<file path="src/perm_unrk_pkg.sv">
// Package for the permutation unranking block.
// Holds the shared constants, the factorial table and the controller/datapath structs.
// Used by perm_unrk_ctrl, perm_unrk_dp and permutation_unrank_top.
package perm_unrk_pkg;

  localparam int unsigned MaxElements = 12;
  localparam int unsigned CountW      = 4;
  localparam int unsigned RankW       = 29;
  localparam int unsigned FactW       = 32;
  localparam int unsigned AddrW       = 3;

  localparam logic [CountW-1:0] CountReset = 4'd12;
  localparam logic              RegElementCount = 1'b0;

  typedef struct packed {
    logic       load;
    logic       start;
    logic       div_step;
    logic       emit_err;
    logic       emit_digit;
    logic [1:0] step;
  } pu_cmd_t;

  typedef struct packed {
    logic too_big;
    logic out_free;
    logic last_digit;
  } pu_status_t;

  function automatic logic [FactW-1:0] fact(input logic [CountW-1:0] idx);
    logic [FactW-1:0] f;
    case (idx)
      4'd0:    f = 32'd1;
      4'd1:    f = 32'd1;
      4'd2:    f = 32'd2;
      4'd3:    f = 32'd6;
      4'd4:    f = 32'd24;
      4'd5:    f = 32'd120;
      4'd6:    f = 32'd720;
      4'd7:    f = 32'd5040;
      4'd8:    f = 32'd40320;
      4'd9:    f = 32'd362880;
      4'd10:   f = 32'd3628800;
      4'd11:   f = 32'd39916800;
      4'd12:   f = 32'd479001600;
      default: f = 32'hFFFF_FFFF;
    endcase
    return f;
  endfunction

  function automatic logic [CountW-1:0] eff_count(input logic [CountW-1:0] raw);
    logic [CountW-1:0] n;
    n = raw;
    if (n == '0) n = 4'd1;
    if (n > CountW'(MaxElements)) n = CountW'(MaxElements);
    return n;
  endfunction

endpackage

</file>
<file path="src/perm_unrk_ctrl.sv">
// Controller state machine of the permutation unranking block.
// Sequences the range check, the four-step digit division and the result handoff.
// Depends on perm_unrk_pkg for the command and status structs.
module perm_unrk_ctrl (
  input  logic                      clk_i,
  input  logic                      rst_ni,
  input  logic                      in_valid_i,
  output logic                      in_stall_o,
  input  perm_unrk_pkg::pu_status_t status_i,
  output perm_unrk_pkg::pu_cmd_t    cmd_o
);

  localparam logic [1:0] StIdle  = 2'd0;
  localparam logic [1:0] StCheck = 2'd1;
  localparam logic [1:0] StDiv   = 2'd2;

  logic [1:0] state_q, state_d;
  logic [1:0] step_q, step_d;

  always_comb begin
    state_d = state_q;
    step_d  = step_q;
    cmd_o   = '0;
    cmd_o.step = step_q;
    in_stall_o = 1'b1;
    unique case (state_q)
      StIdle: begin
        in_stall_o = 1'b0;
        if (in_valid_i) begin
          cmd_o.load = 1'b1;
          state_d    = StCheck;
        end
      end
      StCheck: begin
        if (status_i.too_big) begin
          if (status_i.out_free) begin
            cmd_o.emit_err = 1'b1;
            state_d        = StIdle;
          end
        end else begin
          cmd_o.start = 1'b1;
          step_d      = 2'd3;
          state_d     = StDiv;
        end
      end
      StDiv: begin
        if (step_q != 2'd0) begin
          cmd_o.div_step = 1'b1;
          step_d         = step_q - 2'd1;
        end else if (status_i.out_free) begin
          cmd_o.emit_digit = 1'b1;
          step_d           = 2'd3;
          if (status_i.last_digit) state_d = StIdle;
        end
      end
      default: state_d = StIdle;
    endcase
  end

  always_ff @(posedge clk_i or negedge rst_ni) begin
    if (!rst_ni) begin
      state_q <= StIdle;
      step_q  <= 2'd3;
    end else begin
      state_q <= state_d;
      step_q  <= step_d;
    end
  end

  assert property (@(posedge clk_i) disable iff (!rst_ni)
    cmd_o.emit_digit |-> (state_q == StDiv) && (step_q == 2'd0))
    else $error("Digit emitted before the division finished.");

  assert property (@(posedge clk_i) disable iff (!rst_ni)
    (cmd_o.emit_digit || cmd_o.emit_err) |-> status_i.out_free)
    else $error("Result written while the output register is occupied.");

  assert property (@(posedge clk_i) disable iff (!rst_ni)
    cmd_o.load |=> (state_q == StCheck))
    else $error("Accepted item did not enter the range check.");

endmodule

</file>
<file path="src/perm_unrk_dp.sv">
// Datapath of the permutation unranking block.
// Holds the rank, remainder, digit counter, element pool and the result register.
// Depends on perm_unrk_pkg for the factorial table and the command and status structs.
module perm_unrk_dp (
  input  logic                      clk_i,
  input  logic                      rst_ni,
  input  logic [3:0]                count_i,
  input  logic [28:0]               rank_i,
  input  perm_unrk_pkg::pu_cmd_t    cmd_i,
  output perm_unrk_pkg::pu_status_t status_o,
  output logic                      out_valid_o,
  input  logic                      out_stall_i,
  output logic [3:0]                element_o,
  output logic [3:0]                position_o,
  output logic                      last_o,
  output logic                      error_o
);

  localparam int unsigned Cw = perm_unrk_pkg::CountW;
  localparam int unsigned Rw = perm_unrk_pkg::RankW;
  localparam int unsigned Fw = perm_unrk_pkg::FactW;
  localparam int unsigned Me = perm_unrk_pkg::MaxElements;

  logic [Rw-1:0] rank_q;
  logic [Rw-1:0] rem_q;
  logic [Cw-1:0] n_q;
  logic [Cw-1:0] digit_idx_q;
  logic [3:0]    quot_q;
  logic [Cw-1:0] pool_q [Me];

  logic          out_valid_q;
  logic [3:0]    element_q;
  logic [3:0]    position_q;
  logic          last_q;
  logic          error_q;

  logic [Fw-1:0] f_cur;
  logic [Fw-1:0] f_sh;
  logic [Fw-1:0] rem_ext;
  logic [Fw-1:0] rem_sub;
  logic          ge;
  logic [Rw-1:0] rem_next;
  logic [Cw-1:0] pool_len;
  logic [3:0]    raw_dig;
  logic [Cw-1:0] dig;
  logic          last_digit;

  always_comb begin
    f_cur    = perm_unrk_pkg::fact(n_q - Cw'(1) - digit_idx_q);
    f_sh     = f_cur << cmd_i.step;
    rem_ext  = {{(Fw-Rw){1'b0}}, rem_q};
    ge       = rem_ext >= f_sh;
    rem_sub  = rem_ext - f_sh;
    rem_next = ge ? rem_sub[Rw-1:0] : rem_q;
    pool_len = n_q - digit_idx_q;
    raw_dig  = {quot_q[3:1], ge};
    dig      = (raw_dig >= pool_len) ? pool_len - Cw'(1) : raw_dig;
    last_digit = (digit_idx_q == n_q - Cw'(1));
  end

  assign status_o.too_big    = {{(Fw-Rw){1'b0}}, rank_q} >= perm_unrk_pkg::fact(n_q);
  assign status_o.out_free   = !out_valid_q || !out_stall_i;
  assign status_o.last_digit = last_digit;

  always_ff @(posedge clk_i or negedge rst_ni) begin
    if (!rst_ni) begin
      rem_q       <= '0;
      digit_idx_q <= '0;
      n_q         <= perm_unrk_pkg::CountReset;
      out_valid_q <= 1'b0;
    end else begin
      if (cmd_i.load) begin
        n_q <= perm_unrk_pkg::eff_count(count_i);
      end
      if (cmd_i.start) begin
        rem_q       <= rank_q;
        digit_idx_q <= '0;
      end else if (cmd_i.div_step) begin
        rem_q <= rem_next;
      end else if (cmd_i.emit_digit) begin
        rem_q       <= rem_next;
        digit_idx_q <= digit_idx_q + Cw'(1);
      end
      if (cmd_i.emit_err || cmd_i.emit_digit) begin
        out_valid_q <= 1'b1;
      end else if (!out_stall_i) begin
        out_valid_q <= 1'b0;
      end
    end
  end

  always_ff @(posedge clk_i) begin
    if (cmd_i.load) begin
      rank_q <= rank_i;
    end
    if (cmd_i.div_step) begin
      quot_q[cmd_i.step] <= ge;
    end
    if (cmd_i.start) begin
      for (int k = 0; k < Me; k++) begin
        pool_q[k] <= Cw'(k);
      end
    end else if (cmd_i.emit_digit) begin
      for (int j = 0; j < Me - 1; j++) begin
        if (Cw'(j) >= dig) pool_q[j] <= pool_q[j+1];
      end
    end
    if (cmd_i.emit_err) begin
      element_q  <= '0;
      position_q <= '0;
      last_q     <= 1'b1;
      error_q    <= 1'b1;
    end else if (cmd_i.emit_digit) begin
      element_q  <= pool_q[dig];
      position_q <= digit_idx_q;
      last_q     <= last_digit;
      error_q    <= 1'b0;
    end
  end

  assign out_valid_o = out_valid_q;
  assign element_o   = element_q;
  assign position_o  = position_q;
  assign last_o      = last_q;
  assign error_o     = error_q;

  assert property (@(posedge clk_i) disable iff (!rst_ni)
    cmd_i.emit_digit |-> (raw_dig < pool_len))
    else $error("Lehmer digit exceeds the remaining pool.");

  assert property (@(posedge clk_i) disable iff (!rst_ni)
    cmd_i.emit_digit |-> ({{(Fw-Rw){1'b0}}, rem_next} < f_cur))
    else $error("Remainder not reduced below the factorial weight.");

  assert property (@(posedge clk_i) disable iff (!rst_ni)
    (digit_idx_q <= Cw'(Me)))
    else $error("Digit counter ran past the largest element count.");

  assert property (@(posedge clk_i) disable iff (!rst_ni)
    (out_valid_q && error_q) |-> (last_q && (element_q == '0)))
    else $error("Error result is not a single final result.");

endmodule

</file>
<file path="src/permutation_unrank_top.sv">
// A rank is accepted only while idle, once the last result of the previous rank is written.
// The range check comes first: an out-of-range rank gives one error result, a rank in range
// gives one element per factorial-base digit, each found by a four-step restoring division.
// A result waits while the output register is occupied.
// Reset is asynchronous and active low; the element count returns to twelve.
// Top level: APB register, controller and datapath. Depends on perm_unrk_pkg.
module permutation_unrank_top (
  input  logic                             clk_i,
  input  logic                             rst_ni,
  input  logic                             psel,
  input  logic                             penable,
  input  logic                             pwrite,
  input  logic [perm_unrk_pkg::AddrW-1:0]  paddr,
  input  logic [31:0]                      pwdata,
  output logic [31:0]                      prdata,
  output logic                             pready,
  input  logic                             in_valid_i,
  output logic                             in_stall_o,
  input  logic [28:0]                      rank_i,
  output logic                             out_valid_o,
  input  logic                             out_stall_i,
  output logic [3:0]                       element_o,
  output logic [3:0]                       position_o,
  output logic                             last_o,
  output logic                             error_o
);

  logic [3:0]                count_q;
  perm_unrk_pkg::pu_cmd_t    cmd;
  perm_unrk_pkg::pu_status_t status;
  logic                      reg_sel;

  assign pready  = 1'b1;
  assign reg_sel = (paddr[2] == perm_unrk_pkg::RegElementCount);

  always_ff @(posedge clk_i or negedge rst_ni) begin
    if (!rst_ni) begin
      count_q <= perm_unrk_pkg::CountReset;
    end else if (psel && penable && pwrite && reg_sel) begin
      count_q <= pwdata[3:0];
    end
  end

  always_comb begin
    prdata = '0;
    if (reg_sel) prdata = {28'd0, count_q};
  end

  perm_unrk_ctrl u_ctrl (
    .clk_i      (clk_i),
    .rst_ni     (rst_ni),
    .in_valid_i (in_valid_i),
    .in_stall_o (in_stall_o),
    .status_i   (status),
    .cmd_o      (cmd)
  );

  perm_unrk_dp u_dp (
    .clk_i       (clk_i),
    .rst_ni      (rst_ni),
    .count_i     (count_q),
    .rank_i      (rank_i),
    .cmd_i       (cmd),
    .status_o    (status),
    .out_valid_o (out_valid_o),
    .out_stall_i (out_stall_i),
    .element_o   (element_o),
    .position_o  (position_o),
    .last_o      (last_o),
    .error_o     (error_o)
  );

endmodule
</file>
<file path="config.mk">
export PLATFORM = sky130hd
export DESIGN_NAME = permutation_unrank_top
export DESIGN_NICKNAME = d
export VERILOG_FILES = /design/src/perm_unrk_pkg.sv /design/src/perm_unrk_ctrl.sv /design/src/perm_unrk_dp.sv /design/src/permutation_unrank_top.sv
export SDC_FILE = /design/constraint.sdc
export NUM_CORES = 1
export LEC_CHECK = 0
export BUFFER_PORTS_ARGS = -buffer_cell sky130_fd_sc_hd__buf_2
export CAP_MARGIN = 20
export CORE_ASPECT_RATIO = 0.7
export CORE_MARGIN = 2
export CORE_UTILIZATION = 25
export DETAILED_ROUTE_END_ITERATION = 8
export GPL_ROUTABILITY_DRIVEN = 0
export PLACE_DENSITY = 0.41
export SLEW_MARGIN = 25
export SYNTH_ARGS = -nofsm -noshare
export SYNTH_HDL_FRONTEND = slang
export SYNTH_SLANG_ARGS = --single-unit
</file>
<file path="constraint.sdc">
create_clock -name clk_i -period 9.3 [get_ports clk_i]
set_input_delay 0.93 -clock clk_i [delete_from_list [all_inputs] [get_ports clk_i]]
set_output_delay 0.93 -clock clk_i [all_outputs]
set_load 0.02 [all_outputs]
</file>
==> flow_summary.yaml <==
run_status:
  outcome: "finished clean"
synth:
  synthFlopType: "sky130_fd_sc_hd__edfxtp_1"
  postSynth.asyncResetShare_pct: 36.8
  netlist_area_sq_um: 9330
  mean_syn_cell_area_sq_um: 9.04
  synth.yosys.seq_area_share_pct: 36.8
  synth.yosys.warnings: 0
  gate_count_of_the_mapped_netlist: 1031
  postSynthRegisterBits: 125
  synth_cell_type_count: 79
  synth_enable_flop_cells: 69
timing:
  tightest_slew_ns: 0.893
  worst_slack_ns: 0.897
  period_needed_ns: 8.40
  final.setup.tns_ns: 0
  slew_headroom_pct: 40.5
  slew_violations: 0
  finalSetupViolCount: 0
  grt_setup_unrepaired: "false"
  final_hold_viol_count: 0
  clock_skew_ns: 0.0173
  max_clock_freq_mhz: 119
  timing.final.crit_share_pct: 90.4
die:
  die_h_um: 166
  row_count: 59
  design.core.area_sq_um: 37000
  start_util_pct: 25.2
  die_w_um: 235
  area_enclosed_by_the_die_boundary_sq_um: 38900
  num_io_pins: 116
clock_tree:
  clock_latency_ns: 0.44
  clk_pin_slew_ns: 0.06
  clock_tree.htree_level_count: 4
  clock_tree.buffer_depth: 2
  tritoncts: "yes"
  cts.repair.resized: 0
  post-cts-setup-buffers: 0
  ctsRootBufferMaster: "sky130_fd_sc_hd__clkbuf_16"
  clkSinkCount: 125
  postCtsHoldBufs: 0
  cts_inserted_buffers: 17
place:
  place_area_sq_um: 10000
  placed_cells_incl_taps: 1539
  place.detailed.hpwl_um: 20400
  buffer_ports.inserted: 56
  dpl_worst_slack_ns: 1.03
global_route:
  first_global_vias: 7061
  grt_start_max_net_pins: 55
  grt_use_total_pct: 14.1
  grt_remaining_overflow: 0
  antenna_found_initial: 0
  global_route_wire_length_before_repair_um: 42400
setup_path:
  cpPeakStageDelay_ns: 0.54
  cell_occurring_most_often_along_the_worst_timing_path: "sky130_fd_sc_hd__ha_1"
  startpoint_type: "register"
  critical-path-slowest-cell: "sky130_fd_sc_hd__o21ai_0"
  capturing_element_type_of_the_critical_path: "register"
  timing.setup.critical_path_class: "register to register"
  crit_fanout: 23
  critical_path_arrival_ns: 8.46
  worst_ep_required_time_ns: 9.36
routing:
  route.detailed.wl_per_inst_um: 17.3
  detail_route.vias_per_cell: 4.79
  drcViolationCount: 0
  antenna_left: 0
  detailedRoute.firstPassIterationCount: 5
  routed_wl_um: 27200
  total_vias_in_the_final_route: 7520
  drtIter0Drc: 711
worst_hold_path:
  path_category_of_the_worst_min_delay_check: "register to register"
run:
  max-cap-violations: 0
layout:
  final_layout_size_suffix_gt1_share_pct: 13.0
  antenna-diode-count: 0
  layout.cell_area.non_filler_sq_um: 10600
  fin_cells: 1571
  fin_nets: 1231
  areaGrowthSynthToFinish_pct: 13.3
final cells by class:
cell class	instances	area (sq um)
sequential	125	3430
clock buffer	21	460
timing repair buffer	70	385
tap	488	611
fill	3955	26400
inverter	45	169
clock inverter	11	105
multi-input combinational	811	5400
worst paths after layout:
path / startpoint / to / slack (ns) / cells past startpoint
min reg2reg: u_dp.error_o$_SDFFE_PP1P_ / u_dp.error_o$_SDFFE_PP1P_ / 0.44 / 2
min: u_dp.error_o$_SDFFE_PP1P_ / u_dp.error_o$_SDFFE_PP1P_ / 0.44 / 2
max in group asynchronous: rst_ni / u_dp.rem_q[1]$_DFFE_PN0P_ / 8.20 / 2
max: u_dp.n_q[0]$_DFFE_PN0P_ / u_dp.pool_q[0][2]$_SDFFCE_PN0P_ / 0.90 / 30
max reg2reg: u_dp.n_q[0]$_DFFE_PN0P_ / u_dp.pool_q[0][2]$_SDFFCE_PN0P_ / 0.90 / 30
min in group asynchronous: rst_ni / u_dp.digit_idx_q[0]$_DFFE_PN0P_ / 0.63 / 2
metrics by stage:
step / utilization, % / hold slack (ns)
floorplan: - / 0.459
global placement: 27.0 / 0.430
detailed placement: 27.0 / 0.434
CTS: 28.6 / 0.445
global route: 28.6 / 0.487
finish: 28.6 / 0.444
registers in the layout (all words and copies together), names as in the netlist, 4 cells and up:
signal / flops
u_dp.rank_q: 29
u_dp.rem_q: 29
u_dp.n_q: 4
u_dp.pool_q: 37
u_dp.digit_idx_q: 4
u_dp.element_o: 4
u_dp.position_o: 4
count_q: 4
cell families (layout without fill, tap and decap cells):
logic type,after synthesis,count (layout),share of synthesized area (%)
compound gates,286,286,19.4
xor+xnor,35,35,3.52
fa+ha+maj,90,90,12.3
buf+inv,122,147,6.44
flops,125,125,36.8
mux,38,38,4.87
other cells,2,29,0.0805
simple gates,333,333,16.5
layout by cell type (no fill, tap or decap), types with 17 or more instances in the layout:
| cell | netlist | routed |
|---|---|---|
| sky130_fd_sc_hd__a211oi_1 | 19 | 19 |
| sky130_fd_sc_hd__a21o_1 | 28 | 28 |
| sky130_fd_sc_hd__a21oi_1 | 81 | 81 |
| sky130_fd_sc_hd__and2_1 | 17 | 17 |
| sky130_fd_sc_hd__buf_2 | 6 | 56 |
| sky130_fd_sc_hd__clkbuf_16 | 0 | 17 |
| sky130_fd_sc_hd__conb_1 | 2 | 29 |
| sky130_fd_sc_hd__dfrtp_1 | 40 | 40 |
| sky130_fd_sc_hd__edfxtp_1 | 69 | 69 |
| sky130_fd_sc_hd__ha_1 | 87 | 87 |
| sky130_fd_sc_hd__inv_1 | 42 | 42 |
| sky130_fd_sc_hd__mux2i_1 | 24 | 24 |
| sky130_fd_sc_hd__nand2_1 | 113 | 113 |
| sky130_fd_sc_hd__nand3_1 | 18 | 17 |
| sky130_fd_sc_hd__nor2_1 | 95 | 95 |
| sky130_fd_sc_hd__nor3_1 | 17 | 17 |
| sky130_fd_sc_hd__o21ai_0 | 80 | 80 |
| sky130_fd_sc_hd__xnor2_1 | 18 | 18 |
layer usage:
layer	global-route usage, %	vias to the layer above	routed length, um
met2	19.4	193	10600
met1	22.4	3549	15000
li1	-	3759	-
met4	3.25	0	231
met5	0	-	0
met3	2.34	19	1340
Yosys cell counts, types with 3 or more instances:
cell	count	area share, %
sky130_fd_sc_hd__fa_1	3	0.64
sky130_fd_sc_hd__buf_4	31	2.5
sky130_fd_sc_hd__clkbuf_1	37	1.5
sky130_fd_sc_hd__nand3_1	18	0.97
sky130_fd_sc_hd__o21a_1	6	0.48
sky130_fd_sc_hd__and3_1	16	1.1
sky130_fd_sc_hd__a211oi_2	3	0.40
sky130_fd_sc_hd__buf_2	6	0.32
sky130_fd_sc_hd__mux2i_1	24	2.6
sky130_fd_sc_hd__nand2b_1	7	0.47
sky130_fd_sc_hd__nor3_1	17	0.91
sky130_fd_sc_hd__nor2_1	95	3.8
sky130_fd_sc_hd__o21ai_0	80	4.3
sky130_fd_sc_hd__o221ai_1	3	0.28
sky130_fd_sc_hd__a21o_1	28	2.3
sky130_fd_sc_hd__xor2_1	15	1.4
sky130_fd_sc_hd__nor2b_1	8	0.54
sky130_fd_sc_hd__dfstp_2	6	1.7
sky130_fd_sc_hd__nand2_1	113	4.5
sky130_fd_sc_hd__a211oi_1	19	1.5
sky130_fd_sc_hd__o211ai_1	10	0.81
sky130_fd_sc_hd__nand4_1	15	1.0
sky130_fd_sc_hd__xnor2_1	18	1.7
sky130_fd_sc_hd__inv_1	42	1.7
sky130_fd_sc_hd__o22ai_1	3	0.20
sky130_fd_sc_hd__and2_1	17	1.1
sky130_fd_sc_hd__edfxtp_1	69	22
sky130_fd_sc_hd__or2_2	3	0.20
sky130_fd_sc_hd__inv_2	3	0.12
sky130_fd_sc_hd__or3_1	14	0.94
sky130_fd_sc_hd__mux2_2	9	1.1
sky130_fd_sc_hd__a21oi_1	81	4.3
sky130_fd_sc_hd__dfxtp_1	10	2.1
sky130_fd_sc_hd__dfrtp_1	40	11
sky130_fd_sc_hd__a31oi_1	13	0.87
sky130_fd_sc_hd__ha_1	87	12
sky130_fd_sc_hd__o31ai_1	7	0.56
critical path: cells and delay by family, from the launching register on:
family | cells | cell delay (ns)
compound gates | 12 | 3.11
fa+ha+maj | 5 | 1.67
buf+inv | 4 | 0.39
flops | 1 | 0.49
mux | 1 | 0.49
simple gates | 8 | 1.87
Power is left out: the tool's default activity adds up to more than one toggle a clock period on the data nets, which glitch-free logic cannot reach.
